<file path="config.mk">
export PLATFORM = sky130hd
export DESIGN_NAME = aik_sqrt
export DESIGN_NICKNAME = d
export VERILOG_FILES = /design/src/rtl/aik_pkg.sv /design/src/rtl/aik_sqrt.sv
export SDC_FILE = /design/constraint.sdc
export NUM_CORES = 1
export LEC_CHECK = 0
export ABC_AREA = 0
export BUFFER_PORTS_ARGS = -buffer_cell sky130_fd_sc_hd__buf_2
export CAP_MARGIN = 20
export CORE_UTILIZATION = 30
export DETAILED_ROUTE_END_ITERATION = 12
export PLACE_DENSITY_LB_ADDON = 0.2
export SKIP_LAST_GASP = 1
export SYNTH_ARGS = -nofsm -noshare
export SYNTH_HDL_FRONTEND = slang
export SYNTH_SLANG_ARGS = --single-unit
</file>
<file path="constraint.sdc">
create_clock -name i_clk -period 5.7 [get_ports i_clk]
set_input_delay 0.855 -clock i_clk [delete_from_list [all_inputs] [get_ports i_clk]]
set_output_delay 0.855 -clock i_clk [all_outputs]
set_load 0.005 [all_outputs]
</file>
<file path="src/rtl/aik_pkg.sv">
// Shared types, constants and helper functions for the arm inverse kinematics block.
package aik_pkg;

    localparam int CORDIC_STEPS_DEF = 16;
    localparam int TAB_LEN          = 24;
    localparam int VEC_W            = 48;
    localparam int ANG_W            = 32;
    localparam int SQ_IN_W          = 64;
    localparam int SQ_OUT_W         = 32;

    localparam logic signed [ANG_W-1:0] DEG90  = 32'sd94371840;
    localparam logic signed [ANG_W-1:0] DEG180 = 32'sd188743680;
    localparam logic signed [32:0]      KGAIN  = 33'sd652032874;

    localparam logic [1:0] CFG_UPPER_LINK = 2'd0;
    localparam logic [1:0] CFG_LOWER_LINK = 2'd1;
    localparam logic [1:0] CFG_WRIST      = 2'd2;
    localparam logic [1:0] CFG_REACH      = 2'd3;

    localparam logic [12:0] UPPER_LINK_RST = 13'd2592;
    localparam logic [12:0] LOWER_LINK_RST = 13'd2592;
    localparam logic [12:0] WRIST_RST      = 13'd1960;
    localparam logic [13:0] REACH_RST      = 14'd5184;

    localparam logic signed [15:0] HELD_BASE_RST     = 16'sd0;
    localparam logic signed [15:0] HELD_SHOULDER_RST = 16'sd5760;
    localparam logic signed [15:0] HELD_ELBOW_RST    = -16'sd2240;

    typedef struct packed {
        logic start;
        logic rotate;
    } t_cordic_cmd;

    function automatic logic signed [ANG_W-1:0] atan_val(input logic [4:0] idx);
        logic signed [ANG_W-1:0] v;
        unique case (idx)
            5'd0:    v = 32'sd47185920;
            5'd1:    v = 32'sd27855475;
            5'd2:    v = 32'sd14718068;
            5'd3:    v = 32'sd7471121;
            5'd4:    v = 32'sd3750058;
            5'd5:    v = 32'sd1876857;
            5'd6:    v = 32'sd938658;
            5'd7:    v = 32'sd469357;
            5'd8:    v = 32'sd234682;
            5'd9:    v = 32'sd117342;
            5'd10:   v = 32'sd58671;
            5'd11:   v = 32'sd29335;
            5'd12:   v = 32'sd14668;
            5'd13:   v = 32'sd7334;
            5'd14:   v = 32'sd3667;
            5'd15:   v = 32'sd1833;
            5'd16:   v = 32'sd917;
            5'd17:   v = 32'sd458;
            5'd18:   v = 32'sd229;
            5'd19:   v = 32'sd115;
            5'd20:   v = 32'sd57;
            5'd21:   v = 32'sd29;
            5'd22:   v = 32'sd14;
            5'd23:   v = 32'sd7;
            default: v = 32'sd0;
        endcase
        return v;
    endfunction

    // 2^-20 degree to 1/64 degree, round half up
    function automatic logic signed [15:0] to_out(input logic signed [ANG_W-1:0] t);
        logic signed [ANG_W:0] s;
        s = 33'(t) + 33'sd8192;
        return s[29:14];
    endfunction

endpackage

</file>
<file path="src/rtl/aik_sqrt.sv">
// Iterative floor square root, one result bit per cycle.
module aik_sqrt (
    input  logic                          i_clk,
    input  logic                          i_rst_n,
    input  logic                          i_start,
    input  logic [aik_pkg::SQ_IN_W-1:0]   i_radicand,
    output logic                          o_done,
    output logic [aik_pkg::SQ_OUT_W-1:0]  o_root
);
    localparam int RW = aik_pkg::SQ_OUT_W + 4;

    logic                          r_busy;
    logic                          r_done;
    logic [4:0]                    r_cnt;
    logic [aik_pkg::SQ_IN_W-1:0]   r_rad;
    logic [RW-1:0]                 r_rem;
    logic [aik_pkg::SQ_OUT_W-1:0]  r_root;
    logic [RW-1:0]                 rem_sh;
    logic [RW-1:0]                 trial;
    logic                          ge;

    assign rem_sh = {r_rem[RW-3:0], r_rad[aik_pkg::SQ_IN_W-1 -: 2]};
    assign trial  = {2'b00, r_root, 2'b01};
    assign ge     = rem_sh >= trial;

    always_ff @(posedge i_clk) begin
        if (!i_rst_n) begin
            r_busy <= 1'b0;
            r_done <= 1'b0;
            r_cnt  <= '0;
        end else begin
            r_done <= 1'b0;
            if (i_start) begin
                r_busy <= 1'b1;
                r_cnt  <= '0;
            end else if (r_busy) begin
                r_cnt <= r_cnt + 5'd1;
                if (r_cnt == 5'(aik_pkg::SQ_OUT_W - 1)) begin
                    r_busy <= 1'b0;
                    r_done <= 1'b1;
                end
            end
        end
    end

    always_ff @(posedge i_clk) begin
        if (i_start) begin
            r_rad  <= i_radicand;
            r_rem  <= '0;
            r_root <= '0;
        end else if (r_busy) begin
            r_rad  <= {r_rad[aik_pkg::SQ_IN_W-3:0], 2'b00};
            r_rem  <= ge ? rem_sh - trial : rem_sh;
            r_root <= {r_root[aik_pkg::SQ_OUT_W-2:0], ge};
        end
    end

    assign o_done = r_done;
    assign o_root = r_root;

endmodule

</file>
# --- Word-level counts from Yosys, hierarchy flattened ---
# Index checks and enable logic that the tools add are counted.
word_totals:
  ff_bits: 137
  latchBits: 0
  ram_bits: 0
  rom_bits: 0
  out_inout_bits: 33
  elab_cells: 22
  memories: 0
classes:
  add_sub_neg: 2
  n_mul: 0
  div_mod_pow: 0
  magnitude_cmp: 1
  eq_ne: 1
  shifts: 0
  mux: 7
  bitwise: 2
  reduce_logical: 3
op_table:
  columns: ["operator", "n"]
  rows:
  - ["64-bit two-way mux", 2]
  - ["36-bit by 34-bit greater-or-equal comparator with 1-bit output", 1]
  - ["34-bit two-way mux", 1]
  - ["34-bit subtractor", 1]
  - ["5-bit by 1-bit adder with 5-bit output, second input constant", 1]
  - ["5-bit equality test, second input constant", 1]
  - ["1-bit two-way mux", 4]
  - ["3-bit OR reduction", 1]
  - ["1-bit inverter", 2]
  - ["2-bit nonzero test", 1]
  - ["2-bit OR reduction", 1]

# --- Longest topological paths before layout ---
logic_depth:
  ltp_word: 4
  mapped_depth: 14
  ltp_nobuf: 11

# --- Worst setup path after synthesis ---
# No wires, ideal clock.
synth_timing:
  path_kind: "input to register"
  from: "in i_start"
  to: "reg r_rad[0] (netlist bit) (enable)"
  setup_ns: 0.418
  t_arrival_ns: 2.191
  required_ns: 5.282
  slack_ns: 3.091
  stages: 2
  n_path_buf: 0
  cell_sequence: "nor2_1 > inv_1"
synth_via:
  elab_chain_cells: 1
synth_lines:
  columns: ["item", "line_no", "text"]
  rows:
  - ["start: declaration", "aik_sqrt.sv:5", "input logic i_start,"]
  - ["2-bit nonzero test (no line)", null, null]
  - ["end signal: assignment", "aik_sqrt.sv:48", "r_rad <= i_radicand;"]
  - ["end signal: assignment", "aik_sqrt.sv:52", "r_rad <= {r_rad[aik_pkg::SQ_IN_W-3:0], 2'b00};"]
  - ["end: declaration", "aik_sqrt.sv:15", "logic [aik_pkg::SQ_IN_W-1:0] r_rad;"]
# No other way between the ends.
# A chain may end at the register's enable or synchronous reset.

# --- Final worst setup path ---
layout_timing:
  from: "reg r_root (netlist bit o_root[4])"
  to: "reg r_rem[27]"
layout_via:
  elab_chain_cells: 2
  word_cells_on_any_way: 3
layout_lines:
  columns: ["item", "line_no", "text"]
  rows:
  - ["start: declaration", "aik_sqrt.sv:17", "logic [aik_pkg::SQ_OUT_W-1:0] r_root;"]
  - ["start signal: assignment", "aik_sqrt.sv:54", "r_root <= {r_root[aik_pkg::SQ_OUT_W-2:0], ge};"]
  - ["34-bit subtractor or 36-bit by 34-bit greater-or-equal comparator with 1-bit output (tied branches)", "aik_sqrt.sv:53, aik_sqrt.sv:24", null]
  - ["34-bit two-way mux (*)", "aik_sqrt.sv:53", "r_rem <= ge ? rem_sh - trial : rem_sh;"]
  - ["end signal: assignment", "aik_sqrt.sv:53", null]
  - ["end: declaration", "aik_sqrt.sv:16", "logic [RW-1:0] r_rem;"]
# Every way passes the cells marked *; elsewhere a longest branch is shown, timed or not.

==> results.json <==
{
  "setup_ws_ns": 2.27,
  "mostFrequentLayoutCells": "98 x buf_2, 82 x nor2_1, 72 x dfxtp_1",
  "dp_hpwl_um": 12100,
  "finClkSkew_ns": 0.0123,
  "htreeDepth": 4,
  "clock_latency_ns": 0.43,
  "synth_area_sq_um": 7670,
  "path_common_cell": "a211oi_2",
  "die-area_sq_um": 26200,
  "p_total_mw": 4.11,
  "wire_per_inst_um": 14.8,
  "layout_commonest_cell": "buf_2",
  "synthArstFlopShare_pct": 0,
  "clkSlewWorstSetupHoldPaths_ns": 0.07,
  "p_per_area_nw_per_um2": 454,
  "min_period_ns": 3.43,
  "area_growth_pct": 17.9,
  "dr.pass1.iters": 9,
  "drc": 2,
  "nets": 946,
  "slew_headroom_pct": 38.8,
  "worstHoldPathType": "flop to flop",
  "worstMarginPinSlew_ns": 0.917,
  "cp.arrival_ns": 3.76,
  "slowest_stage": "nor2_2",
  "overflow": 0,
  "cts_root_buf": "clkbuf_16",
  "clk_path_buf_depth": 2,
  "synth.yosys.seq_area_share_pct": 44.1,
  "rsz0062_at_grt": "no",
  "slowest_delay_ns": 0.73,
  "via_per_inst": 4.85,
  "synth.yosys.warnings": 0,
  "p_leak_nw": 3.63,
  "grt_max_degree": 58,
  "wl_um": 17600,
  "path_max_fanout": 20,
  "criticalPathCategory": "flop to flop",
  "cp.required_ns": 6.03,
  "crit_buf_inv": 2,
  "post_cts_buffers": 0,
  "antenna_found_initial": 6,
  "period_share_pct": 60.1,
  "post-place-ws_ns": 2.25,
  "hold_viol_final": 0,
  "numCtsBuffers": 17,
  "grt_first_pass_wirelength_um": 29500,
  "synth_edf_count": 64,
  "initial_utilization_pct": 30.6,
  "startpoint_type": "flop",
  "finalMaxSlewViolations": 0,
  "cts_tree": "done",
  "antenna_left": 0,
  "die_w_um": 162,
  "num_vias": 5764,
  "cp_cell_sequence": "inv_1 -> ha_1 -> a21o_1 -> a21oi_1 -> a211oi_2 -> o21ba_4 -> o211ai_4 -> a211oi_2 -> nor2_2 -> buf_4 -> nand2_1 -> a311oi_1",
  "hold_ws_ns": 0.478,
  "endpoint_kind": "flop",
  "status": "finished with violations",
  "ir_drop_v": 0.000258,
  "violations": "design-rule violations",
  "pin_count": 100,
  "track_usage_pct": 14.1,
  "syn-num-nets": 858,
  "syn_avg_cell_area_sq_um": 10.2,
  "drt-initial-drc-count": 286,
  "core_sq_um": 25100,
  "synth_cells": 755,
  "place_congestion": 0.801,
  "setup_viol": 0,
  "portBuffers": 99,
  "maxCapViolations": 0,
  "cts_hold_buf": 0,
  "tns_ns": 0,
  "die_h_um": 162,
  "postCtsResizedCells": 0,
  "ys_ff_latch": 137,
  "cts.sinks": 137,
  "row_count": 58,
  "crit_family": "compound AO/OA/AOI/OAI gates",
  "grt_pass1_vias": 5726,
  "drive_gt1_share_pct": 27.8,
  "synthDistinctLibCells": 68,
  "clock.fmax_ghz": 0.292,
  "synth_flop_cell": "dfxtp_1"
}
[cell type report]
cell class,count,area (sq um)
antenna,2,5.00
clock inverter,15,181
tap,330,413
multi-input combinational,537,3930
sequential,137,3390
fill,2605,16100
clock buffer,17,425
timing repair buffer,104,536
inverter,46,173
[power breakdown]
part	total, mW	switching [mW]	leakage [nW]	internal [mW]
logic	1.74	1.06	2.09	0.686
registers	1.23	0.0783	1.24	1.15
clock network	1.14	0.538	0.299	0.601
[synthesized netlist by cell type, types with 13 or more instances]
master | instances | share of area, %
a21oi_1 | 45 | 2.9
a311oi_1 | 13 | 1.5
clkbuf_1 | 22 | 1.1
dfxtp_1 | 73 | 19
edfxtp_1 | 64 | 25
ha_1 | 36 | 5.9
inv_1 | 46 | 2.3
mux2_2 | 62 | 9.1
mux2i_1 | 36 | 4.7
nand2_1 | 59 | 2.9
nand3_1 | 14 | 0.91
nor2_1 | 82 | 4.0
o21ai_0 | 16 | 1.0
xnor2_1 | 13 | 1.5
[metal layers]
| metal | global-route usage [%] | up-vias | part of all wire (%) |
|---|---|---|---|
| met1 | 18.4 | 2698 | 47 |
| met5 | 0 | - | 0.23 |
| met3 | 4.72 | 15 | 6.7 |
| li1 | - | 2921 | - |
| met2 | 21.8 | 124 | 45 |
| met4 | 4.55 | 6 | 0.81 |
[stage by stage]
stage          cell area (sq um)  utilization [%]  instances
2_1_floorplan               7670                -        755
3_3_place_gp                8440             33.6       1154
3_5_place_dp                8440             33.6       1154
4_1_cts                     9040             36.0       1186
5_1_grt                     9050             36.0       1187
6_report                    9050             36.0       1188
[path summary, 6_finish.rpt]
| check | startpoint | endpoint | slack (ns) | cells past startpoint |
|---|---|---|---|---|
| worst min register to register | r_rem[33] | r_rem[33] | 0.48 | 1 |
| worst max register to register | o_root[4] | r_rem[27] | 2.27 | 12 |
| worst min-delay path | r_rem[33] | r_rem[33] | 0.48 | 1 |
| worst max-delay path | o_root[4] | r_rem[27] | 2.27 | 12 |
[state kept, by name, summed over array words and instances, names as in the netlist]
| name | flops |
|---|---|
| r_cnt | 5 |
| r_rad | 64 |
| o_root | 32 |
| r_rem | 34 |
| r_busy | 1 |
| o_done | 1 |
[cell families (layout without fill, tap and decap cells)]
| logic type | count (synthesis) | count (layout) | synth area share [%] |
|---|---|---|---|
| compound gates | 157 | 157 | 15.4 |
| xor+xnor | 22 | 22 | 2.51 |
| fa+ha+maj | 36 | 36 | 5.87 |
| buf+inv | 81 | 182 | 4.70 |
| flops | 137 | 137 | 44.1 |
| mux | 98 | 98 | 13.8 |
| other cells | 0 | 2 | 0 |
| simple gates | 224 | 224 | 13.6 |
Note: power is estimated with default switching activity, not from simulation.
